===== src/hw/rtl/dur_pkg.sv =====
// ----------------------------------------------------------------------------
// dur_pkg
// Shared constants and controller/datapath interface types for the dual
// ultrasonic ranger core.
// ----------------------------------------------------------------------------
`default_nettype none

package dur_pkg;

	// Default echo counter width
	localparam int CountWidthDef = 16;

	// Field widths
	localparam int TpuWidth     = 10;
	localparam int TrigWidth    = 8;
	localparam int SettleWidth  = 8;
	localparam int PreWidth     = 16;
	localparam int CfgDataWidth = 16;
	localparam int CfgIdxWidth  = 2;
	localparam int DistWidth    = 16;
	localparam int InWidth      = 8;
	localparam int OutWidth     = 24;

	// Register reset values
	localparam logic [TpuWidth-1:0]    TpuReset    = 10'd148;
	localparam logic [TrigWidth-1:0]   TrigReset   = 8'd12;
	localparam logic [SettleWidth-1:0] SettleReset = 8'd20;
	localparam logic [PreWidth-1:0]    PreReset    = 16'd1000;

	// Register indexes
	localparam logic [CfgIdxWidth-1:0] RegTicksPerUnit = 2'd0;
	localparam logic [CfgIdxWidth-1:0] RegTriggerHigh  = 2'd1;
	localparam logic [CfgIdxWidth-1:0] RegSettle       = 2'd2;
	localparam logic [CfgIdxWidth-1:0] RegPreTrigger   = 2'd3;

	// Commands from controller to datapath
	typedef struct packed {
		logic step;       // apply the accepted tick
		logic div_start;  // start the echo divide
		logic load_out;   // move the result into the output register
	} dur_cmd_t;

	// Status from datapath to controller
	typedef struct packed {
		logic needs_div;  // the offered tick ends an echo
		logic div_done;   // divide result is ready
	} dur_status_t;

	// One result transaction
	typedef struct packed {
		logic                 busy_res;
		logic [DistWidth-1:0] distance_units;
		logic                 reading_sensor;
		logic                 reading_valid;
		logic                 trigger_left;
		logic                 trigger_right;
	} dur_result_t;

endpackage

`default_nettype wire


===== src/hw/rtl/dur_div.sv =====
// ----------------------------------------------------------------------------
// dur_div
// Restoring divider, one quotient bit per cycle. Divides the echo tick count
// by ticks_per_unit and saturates the quotient to 16 bits.
// ----------------------------------------------------------------------------
`default_nettype none

module dur_div #(
	parameter int COUNT_WIDTH = dur_pkg::CountWidthDef
) (
	input  wire logic                             clk,
	input  wire logic                             arst_n,
	input  wire logic                             start,
	input  wire logic [COUNT_WIDTH-1:0]           dividend,
	input  wire logic [dur_pkg::TpuWidth-1:0]     divisor,
	output logic                                  done,
	output logic [dur_pkg::DistWidth-1:0]         quotient
);

	localparam int CntW = $clog2(COUNT_WIDTH + 1);
	localparam int Tw   = dur_pkg::TpuWidth;
	localparam int Dw   = dur_pkg::DistWidth;

	logic [CntW-1:0]        cnt_q;
	logic [COUNT_WIDTH-1:0] work_q;
	logic [Tw-1:0]          rem_q;
	logic [Tw-1:0]          dvsr_q;
	logic                   done_q;

	logic [Tw:0]                trial;
	logic [Tw:0]                diff;
	logic                       ge;
	logic [COUNT_WIDTH+Dw-1:0]  quo_ext;
	logic                       sat;

	// Trial subtract of the next dividend bit
	assign trial = {rem_q, work_q[COUNT_WIDTH-1]};
	assign diff  = trial - {1'b0, dvsr_q};
	assign ge    = (trial >= {1'b0, dvsr_q});

	// Iterate one bit a cycle
	always_ff @(posedge clk or negedge arst_n) begin
		if (!arst_n) begin
			cnt_q  <= '0;
			done_q <= 1'b0;
		end else begin
			done_q <= 1'b0;
			if (start) begin
				cnt_q <= CntW'(COUNT_WIDTH);
			end else if (cnt_q != '0) begin
				cnt_q <= cnt_q - CntW'(1);
				if (cnt_q == CntW'(1)) begin
					done_q <= 1'b1;
				end
			end
		end
	end

	// Shift dividend out and quotient in
	always_ff @(posedge clk) begin
		if (start) begin
			work_q <= dividend;
			rem_q  <= '0;
			dvsr_q <= divisor;
		end else if (cnt_q != '0) begin
			work_q <= {work_q[COUNT_WIDTH-2:0], ge};
			rem_q  <= ge ? diff[Tw-1:0] : trial[Tw-1:0];
		end
	end

	// Saturate and handle zero divisor
	assign quo_ext = {{Dw{1'b0}}, work_q};
	assign sat     = ((work_q >> Dw) != '0);
	assign done    = done_q;

	always_comb begin
		if (dvsr_q == '0 || sat) begin
			quotient = '1;
		end else begin
			quotient = quo_ext[Dw-1:0];
		end
	end

endmodule

`default_nettype wire


===== src/hw/rtl/dur_datapath.sv =====
// ----------------------------------------------------------------------------
// dur_datapath
// Configuration registers, ranging phase sequencer counters, echo timer,
// divider and the result/output registers.
// ----------------------------------------------------------------------------
`default_nettype none

module dur_datapath #(
	parameter int COUNT_WIDTH = dur_pkg::CountWidthDef
) (
	input  wire logic                               clk,
	input  wire logic                               arst_n,
	input  wire logic                               cfg_we,
	input  wire logic [dur_pkg::CfgIdxWidth-1:0]    cfg_index,
	input  wire logic [dur_pkg::CfgDataWidth-1:0]   cfg_wdata,
	input  wire logic                               echo_right,
	input  wire logic                               echo_left,
	input  wire logic                               start_request,
	input  wire dur_pkg::dur_cmd_t                  cmd,
	output dur_pkg::dur_status_t                    status,
	output dur_pkg::dur_result_t                    out_data
);

	localparam int Pw = dur_pkg::PreWidth;

	typedef enum logic [2:0] {
		PH_IDLE    = 3'd0,
		PH_PRE     = 3'd1,
		PH_SETTLE1 = 3'd2,
		PH_PULSE   = 3'd3,
		PH_SETTLE2 = 3'd4,
		PH_RISE    = 3'd5,
		PH_MEASURE = 3'd6
	} phase_t;

	logic [dur_pkg::TpuWidth-1:0]    tpu_q;
	logic [dur_pkg::TrigWidth-1:0]   trig_q;
	logic [dur_pkg::SettleWidth-1:0] settle_q;
	logic [Pw-1:0]                   pre_q;

	phase_t                 phase_q;
	logic                   cur_q;
	logic [Pw-1:0]          ticks_q;
	logic [COUNT_WIDTH-1:0] echo_ticks_q;

	dur_pkg::dur_result_t res_q;
	dur_pkg::dur_result_t out_q;

	phase_t                 phase_d;
	logic                   cur_d;
	logic [Pw-1:0]          ticks_d;
	logic [COUNT_WIDTH-1:0] echo_ticks_d;
	phase_t                 enter_pre;
	phase_t                 enter_s2;
	logic [Pw-1:0]          len;
	logic                   len_hit;
	logic                   echo;
	logic                   fall;
	logic                   div_done;
	logic [dur_pkg::DistWidth-1:0] div_quo;

	// Write configuration registers
	always_ff @(posedge clk or negedge arst_n) begin
		if (!arst_n) begin
			tpu_q    <= dur_pkg::TpuReset;
			trig_q   <= dur_pkg::TrigReset;
			settle_q <= dur_pkg::SettleReset;
			pre_q    <= dur_pkg::PreReset;
		end else if (cfg_we) begin
			case (cfg_index)
				dur_pkg::RegTicksPerUnit: tpu_q    <= cfg_wdata[dur_pkg::TpuWidth-1:0];
				dur_pkg::RegTriggerHigh:  trig_q   <= cfg_wdata[dur_pkg::TrigWidth-1:0];
				dur_pkg::RegSettle:       settle_q <= cfg_wdata[dur_pkg::SettleWidth-1:0];
				dur_pkg::RegPreTrigger:   pre_q    <= cfg_wdata[Pw-1:0];
				default: ;
			endcase
		end
	end

	// Phase entry with zero-length phases skipped
	assign enter_pre = (pre_q != '0) ? PH_PRE : ((settle_q != '0) ? PH_SETTLE1 : PH_PULSE);
	assign enter_s2  = (settle_q != '0) ? PH_SETTLE2 : PH_RISE;

	// Length of the current timed phase
	always_comb begin
		case (phase_q)
			PH_PRE:     len = pre_q;
			PH_SETTLE1: len = Pw'(settle_q);
			PH_PULSE:   len = (trig_q == '0) ? Pw'(1) : Pw'(trig_q);
			PH_SETTLE2: len = Pw'(settle_q);
			default:    len = '0;
		endcase
	end

	assign len_hit = (({1'b0, ticks_q} + (Pw+1)'(1)) >= {1'b0, len});
	assign echo    = cur_q ? echo_left : echo_right;
	assign fall    = (phase_q == PH_MEASURE) && !echo;

	// Next ranging state for one tick
	always_comb begin
		phase_d      = phase_q;
		cur_d        = cur_q;
		ticks_d      = ticks_q;
		echo_ticks_d = echo_ticks_q;
		case (phase_q)
			PH_PRE: begin
				ticks_d = ticks_q + Pw'(1);
				if (len_hit) begin
					phase_d = (settle_q != '0) ? PH_SETTLE1 : PH_PULSE;
					ticks_d = '0;
				end
			end
			PH_SETTLE1: begin
				ticks_d = ticks_q + Pw'(1);
				if (len_hit) begin
					phase_d = PH_PULSE;
					ticks_d = '0;
				end
			end
			PH_PULSE: begin
				ticks_d = ticks_q + Pw'(1);
				if (len_hit) begin
					phase_d = enter_s2;
					ticks_d = '0;
				end
			end
			PH_SETTLE2: begin
				ticks_d = ticks_q + Pw'(1);
				if (len_hit) begin
					phase_d = PH_RISE;
					ticks_d = '0;
				end
			end
			PH_RISE: begin
				if (echo) begin
					echo_ticks_d = COUNT_WIDTH'(1);
					phase_d      = PH_MEASURE;
				end
			end
			PH_MEASURE: begin
				if (echo) begin
					if (echo_ticks_q != '1) begin
						echo_ticks_d = echo_ticks_q + COUNT_WIDTH'(1);
					end
				end else if (!cur_q) begin
					cur_d   = 1'b1;
					phase_d = enter_pre;
					ticks_d = '0;
				end else begin
					cur_d   = 1'b0;
					phase_d = PH_IDLE;
					ticks_d = '0;
				end
			end
			default: begin
				phase_d = PH_IDLE;
				if (start_request) begin
					cur_d   = 1'b0;
					phase_d = enter_pre;
					ticks_d = '0;
				end
			end
		endcase
	end

	// Advance ranging state on each accepted tick
	always_ff @(posedge clk or negedge arst_n) begin
		if (!arst_n) begin
			phase_q      <= PH_IDLE;
			cur_q        <= 1'b0;
			ticks_q      <= '0;
			echo_ticks_q <= '0;
		end else if (cmd.step) begin
			phase_q      <= phase_d;
			cur_q        <= cur_d;
			ticks_q      <= ticks_d;
			echo_ticks_q <= echo_ticks_d;
		end
	end

	dur_div #(
		.COUNT_WIDTH(COUNT_WIDTH)
	) u_div (
		.clk      (clk),
		.arst_n   (arst_n),
		.start    (cmd.div_start),
		.dividend (echo_ticks_q),
		.divisor  (tpu_q),
		.done     (div_done),
		.quotient (div_quo)
	);

	// Capture the tick result, then fill in the distance
	always_ff @(posedge clk) begin
		if (cmd.step) begin
			res_q.trigger_right  <= (phase_q == PH_PULSE) && !cur_q;
			res_q.trigger_left   <= (phase_q == PH_PULSE) && cur_q;
			res_q.reading_valid  <= fall;
			res_q.reading_sensor <= fall && cur_q;
			res_q.distance_units <= '0;
			res_q.busy_res       <= (phase_d != PH_IDLE);
		end else if (div_done) begin
			res_q.distance_units <= div_quo;
		end
	end

	// Hold the output transaction
	always_ff @(posedge clk) begin
		if (cmd.load_out) begin
			out_q <= res_q;
		end
	end

	assign status.needs_div = fall;
	assign status.div_done  = div_done;
	assign out_data         = out_q;

endmodule

`default_nettype wire


===== src/hw/rtl/dur_ctrl.sv =====
// ----------------------------------------------------------------------------
// dur_ctrl
// Controller: accepts one tick at a time, sequences the divide when an echo
// ends, and hands the result to the output register.
// ----------------------------------------------------------------------------
`default_nettype none

module dur_ctrl (
	input  wire logic                 clk,
	input  wire logic                 arst_n,
	input  wire logic                 s_tvalid,
	output logic                      s_tready,
	output logic                      m_tvalid,
	input  wire logic                 m_tready,
	input  wire dur_pkg::dur_status_t status,
	output dur_pkg::dur_cmd_t         cmd
);

	typedef enum logic [1:0] {
		ST_WAIT = 2'd0,
		ST_DIV  = 2'd1,
		ST_PUSH = 2'd2
	} state_t;

	state_t state_q;
	logic   m_tvalid_q;
	logic   accept;
	logic   slot_free;

	assign s_tready  = (state_q == ST_WAIT);
	assign accept    = s_tvalid && s_tready;
	assign slot_free = !m_tvalid_q || m_tready;

	// Decode commands from state
	always_comb begin
		cmd.step      = accept;
		cmd.div_start = accept && status.needs_div;
		cmd.load_out  = (state_q == ST_PUSH) && slot_free;
	end

	// Hold state and output valid
	always_ff @(posedge clk or negedge arst_n) begin
		if (!arst_n) begin
			state_q    <= ST_WAIT;
			m_tvalid_q <= 1'b0;
		end else begin
			if (cmd.load_out) begin
				m_tvalid_q <= 1'b1;
			end else if (m_tready) begin
				m_tvalid_q <= 1'b0;
			end
			case (state_q)
				ST_WAIT: begin
					if (accept) begin
						state_q <= status.needs_div ? ST_DIV : ST_PUSH;
					end
				end
				ST_DIV: begin
					if (status.div_done) begin
						state_q <= ST_PUSH;
					end
				end
				ST_PUSH: begin
					if (slot_free) begin
						state_q <= ST_WAIT;
					end
				end
				default: state_q <= ST_WAIT;
			endcase
		end
	end

	assign m_tvalid = m_tvalid_q;

endmodule

`default_nettype wire


===== src/hw/rtl/dual_ultrasonic_ranger_core.sv =====
// ----------------------------------------------------------------------------
// dual_ultrasonic_ranger_core
// Dual HC-SR04 style ranger: one input transaction per microsecond tick, one
// result transaction per tick with trigger levels and distance readings.
// ----------------------------------------------------------------------------
//  channel  dir  payload
//  s_*      in   tick: echo levels and start request
//  m_*      out  trigger levels, reading, distance, busy
//  cfg_*    in   register write (index 0..3)
//
// A tick is registered as a result when it is accepted and moves to the output
// register in the push state, after which the next tick is accepted; a tick on
// which an echo falls first waits in the divide state for the bit-serial
// divider. The next tick is accepted while a result waits in the output
// register; a stalled output then holds the block in its push state.
// Reset clears the phase sequencer and loads register defaults.
`default_nettype none

module dual_ultrasonic_ranger_core #(
	parameter int COUNT_WIDTH = dur_pkg::CountWidthDef
) (
	input  wire logic                             clk,
	input  wire logic                             arst_n,
	input  wire logic                             s_tvalid,
	output logic                                  s_tready,
	// [0] echo_right, [1] echo_left, [2] start_request, [7:3] zero
	input  wire logic [dur_pkg::InWidth-1:0]      s_tdata,
	output logic                                  m_tvalid,
	input  wire logic                             m_tready,
	// [0] trigger_right, [1] trigger_left, [2] reading_valid,
	// [3] reading_sensor, [19:4] distance_units, [20] busy_res, [23:21] zero
	output logic [dur_pkg::OutWidth-1:0]          m_tdata,
	input  wire logic                             cfg_we,
	input  wire logic [dur_pkg::CfgIdxWidth-1:0]  cfg_index,
	input  wire logic [dur_pkg::CfgDataWidth-1:0] cfg_wdata
);

	dur_pkg::dur_cmd_t    cmd;
	dur_pkg::dur_status_t status;
	dur_pkg::dur_result_t out_data;

	dur_ctrl u_ctrl (
		.clk      (clk),
		.arst_n   (arst_n),
		.s_tvalid (s_tvalid),
		.s_tready (s_tready),
		.m_tvalid (m_tvalid),
		.m_tready (m_tready),
		.status   (status),
		.cmd      (cmd)
	);

	dur_datapath #(
		.COUNT_WIDTH(COUNT_WIDTH)
	) u_datapath (
		.clk           (clk),
		.arst_n        (arst_n),
		.cfg_we        (cfg_we),
		.cfg_index     (cfg_index),
		.cfg_wdata     (cfg_wdata),
		.echo_right    (s_tdata[0]),
		.echo_left     (s_tdata[1]),
		.start_request (s_tdata[2]),
		.cmd           (cmd),
		.status        (status),
		.out_data      (out_data)
	);

	// Pack the result transaction
	assign m_tdata = {3'b000, out_data};

endmodule

`default_nettype wire

===== config.mk =====
export PLATFORM = sky130hd
export DESIGN_NAME = dual_ultrasonic_ranger_core
export DESIGN_NICKNAME = d
export VERILOG_FILES = /design/src/hw/rtl/dur_pkg.sv /design/src/hw/rtl/dur_div.sv /design/src/hw/rtl/dur_datapath.sv /design/src/hw/rtl/dur_ctrl.sv /design/src/hw/rtl/dual_ultrasonic_ranger_core.sv
export SDC_FILE = /design/constraint.sdc
export NUM_CORES = 1
export LEC_CHECK = 0
export ABC_CLOCK_PERIOD_IN_PS = 3800
export BUFFER_PORTS_ARGS = -buffer_cell sky130_fd_sc_hd__buf_2
export CORE_MARGIN = 2
export CORE_UTILIZATION = 54
export CTS_CLUSTER_SIZE = 28
export DETAILED_ROUTE_END_ITERATION = 8
export GPL_TIMING_DRIVEN = 1
export HOLD_SLACK_MARGIN = 0.12
export PLACE_DENSITY = 0.72
export SYNTH_ARGS = -nofsm -noshare
export SYNTH_HDL_FRONTEND = slang
export SYNTH_SLANG_ARGS = --single-unit

===== constraint.sdc =====
create_clock -name clk -period 3.8 [get_ports clk]
set_input_delay 0.57 -clock clk [delete_from_list [all_inputs] [get_ports clk]]
set_output_delay 0.57 -clock clk [all_outputs]
set_load 0.005 [all_outputs]

==> run metrics <==
DP HPWL between 10 and 15 mm; Hold Buf Count CTS 0; first-pass iteration count of the detailed router 5; Synth Flop Type dfrtp_1; Arrival @ worst endpoint roughly 3.5 ns; PD cells 656 nW/µm²; WL/cell 17.0 µm; fin crit share between 80 and 90%; post-synthesis cell area 8170 µm²; Critical Path Sink Type flop; Worst-path clk slew ~0.070 ns; Mapped Cells approximately 740; EDFF count, synth 52; Max Clk Rate slightly above 0.3 GHz; CTS Sinks roughly 170; total CTS buffers 17; Fin Setup TNS 0 ns; delay-heaviest family, CP compound AO/OA/AOI/OAI gates; aggregate global-route resource usage between 20% and 30%; RSZ-0062 raised after global routing no; # fillers 1159; Die Wd ~130 µm; CP most frequent cell a21oi_1; initial core utilization 55.8%; fraction of registers with async set/reset between 50% and 60%; Final nets around 850; most common cell after layout, fill and taps aside nand2_1; Worst VDD drop 0.000328 V; CP max FO 16; worst-margin pin slew 1.12 ns; Longest Clk Path Bufs 2; remaining global-route overflow 0; initial antenna violation count 0; post-synthesis sequential area ratio 52.3%; full die area around 16000 µm²; DRT iter0 DRCs about 490; Die Y roughly 130 µm; final setup margin just over 0.5 ns; Vias/cell just under 6; share of cells above drive strength 1 between 20% and 30%; run status completed; Final GP Congestion roughly 0.88; Crit Path Category flop to flop; leakage 0.00391 µW; critical path's slowest cell dfrtp_1; number of global-route vias before repair between 5000 and 6000; Area Growth Syn to Fin 11.5%; core area ~15000 µm²; Slew Limit Fails 0; critical path's largest stage delay ~0.7 ns; crit start category flop; most frequent cells in the layout nand2_1 (94), dfrtp_1 (74), mux2_2 (52), edfxtp_1 (52), nor2_1 (51); max_cap viols 0; flops & latches, synth around 170; root buffer cell clkbuf_16; critical-path cell list and2b_1 > a21oi_1 > o21ai_0 > ha_1 > nand2b_1 > a21o_1 > a21oi_1 > a21o_1 > a21oi_4 > a21oi_1 > nand4b_1; # setup viols final 0; Yosys warnings 0; average size of a mapped cell between 10 and 15 µm²; Tmin final about 3.3 ns; worst skew pair latency ~0.42 ns; count of antenna-violating nets left after detailed routing 0; H-tree levels 4; CTS tree done; overall via count from detail_route 5783; final hold vios 0; I/O Pins 57; number of post-CTS setup repair buffers 0; DRC violations left 0; I/O Buffers 48; row cnt 44; first-pass GRT wire length 28.3 mm; skew final just under 0.007 ns; worst hold path type input pin to async pin; dpl ws about 0.53 ns; Antenna Cells 0; Max-slew headroom about a quarter; crit path buf inv count 0; Unique masters post-synth 74; CP required roughly 4.0 ns; final WL between 15 and 20 mm; CTS resizes 0; largest net degree at the start of global routing 88
sequential cells by signal, indices dropped and copies added (netlist names), 16 cells and up:
register,cells
u_datapath.res_q,21
u_datapath.ticks_q,16
u_datapath.echo_ticks_q,16
u_datapath.pre_q,16
u_datapath.u_div.work_q,16
u_datapath.out_data,21
worst paths after layout:
| kind | slack [ns] | depth (start not counted) | to | from |
|---|---|---|---|---|
| max | 0.51 | 11 | u_datapath.res_q[20] | u_datapath.phase_q[0] |
| min | 0.36 | 1 | u_datapath.ticks_q[12] | arst_n |
| max reg2reg | 0.51 | 11 | u_datapath.res_q[20] | u_datapath.phase_q[0] |
| min reg2reg | 0.43 | 0 | u_datapath.out_data[1] | u_datapath.res_q[1] |
| max in group asynchronous | 2.75 | 1 | u_datapath.u_div.done | arst_n |
| min in group clk | 0.38 | 2 | u_datapath.pre_q[11] | cfg_wdata[11] |
report_power, final:
group          switching (µW)  internal [µW]
logic                     884            788
registers                 319           2350
clock network             723            914
per-stage QoR:
| step | std cells | total power [µW] | hold WS [ns] | utilization (%) | instance area (µm²) |
|---|---|---|---|---|---|
| after floorplan | 740 | 3900 | 0.274 | - | 8180 |
| final | 981 | 5980 | 0.357 | 62.2 | 9110 |
| after detailed placement | 949 | 4360 | 0.413 | 58.4 | 8550 |
| after CTS | 981 | 6010 | 0.359 | 62.2 | 9110 |
| after global placement | 949 | 4240 | 0.409 | 58.4 | 8550 |
| after global routing | 981 | 6360 | 0.364 | 62.2 | 9110 |
synthesized netlist by cell type, drive strengths merged (11+ instances only):
library cell,instances,share of area [%]
nand2,95,4.4
dfrtp,74,23
nor2,53,2.6
edfxtp,52,19
mux2,52,7.2
a21oi,40,2.6
o21ai,34,2.1
ha,31,4.7
dfxtp,26,6.4
inv,25,1.1
nand3,25,1.6
clkbuf,18,0.83
xor2,17,1.8
o221a,16,2.2
buf,15,1.3
a22o,13,1.5
dfstp,13,4.2
nand4,13,1.0
xnor2,12,1.3
nor4,11,1.0
worst register-to-register path, delay by kind of cell, from the launching register on:
kind | cells | cell delay [ns]
adder cells (fa/ha/maj) | 1 | 0.29
flip-flops | 1 | 0.70
AND/OR/NAND/NOR | 3 | 0.78
AO/OA/AOI/OAI | 7 | 1.26
cells by family (layout without fill, tap and decap cells):
kind of cell             Yosys count  in the layout  synth area share (%)
AND/OR/NAND/NOR                  246            246                  14.7
XOR/XNOR                          29             29                  3.11
flip-flops                       165            165                  52.3
AO/OA/AOI/OAI                    149            149                  13.7
other                              1              3                0.0459
adder cells (fa/ha/maj)           32             32                  4.99
multiplexers                      57             57                  7.78
buffers and inverters             59            116                  3.38
per-layer routing:
metal  up-vias  track usage [%]  wire length, µm
li1       2787                -                -
met1      2814             28.0             7370
met2       150             37.2             8280
met3        32             4.77              625
met4         0             8.53              403
met5         -                0                0
area by class of cell:
cell class,count,area (µm²),area share (%)
Inverter,26,103,1.13
Clock inverter,12,120,1.32
Clock buffer,20,437,4.79
Tap cell,184,230,2.53
Sequential cell,165,4280,46.9
Multi-Input combinational cell,516,3630,39.8
Timing Repair Buffer,58,318,3.49
(Power assumes the default switching activity.)
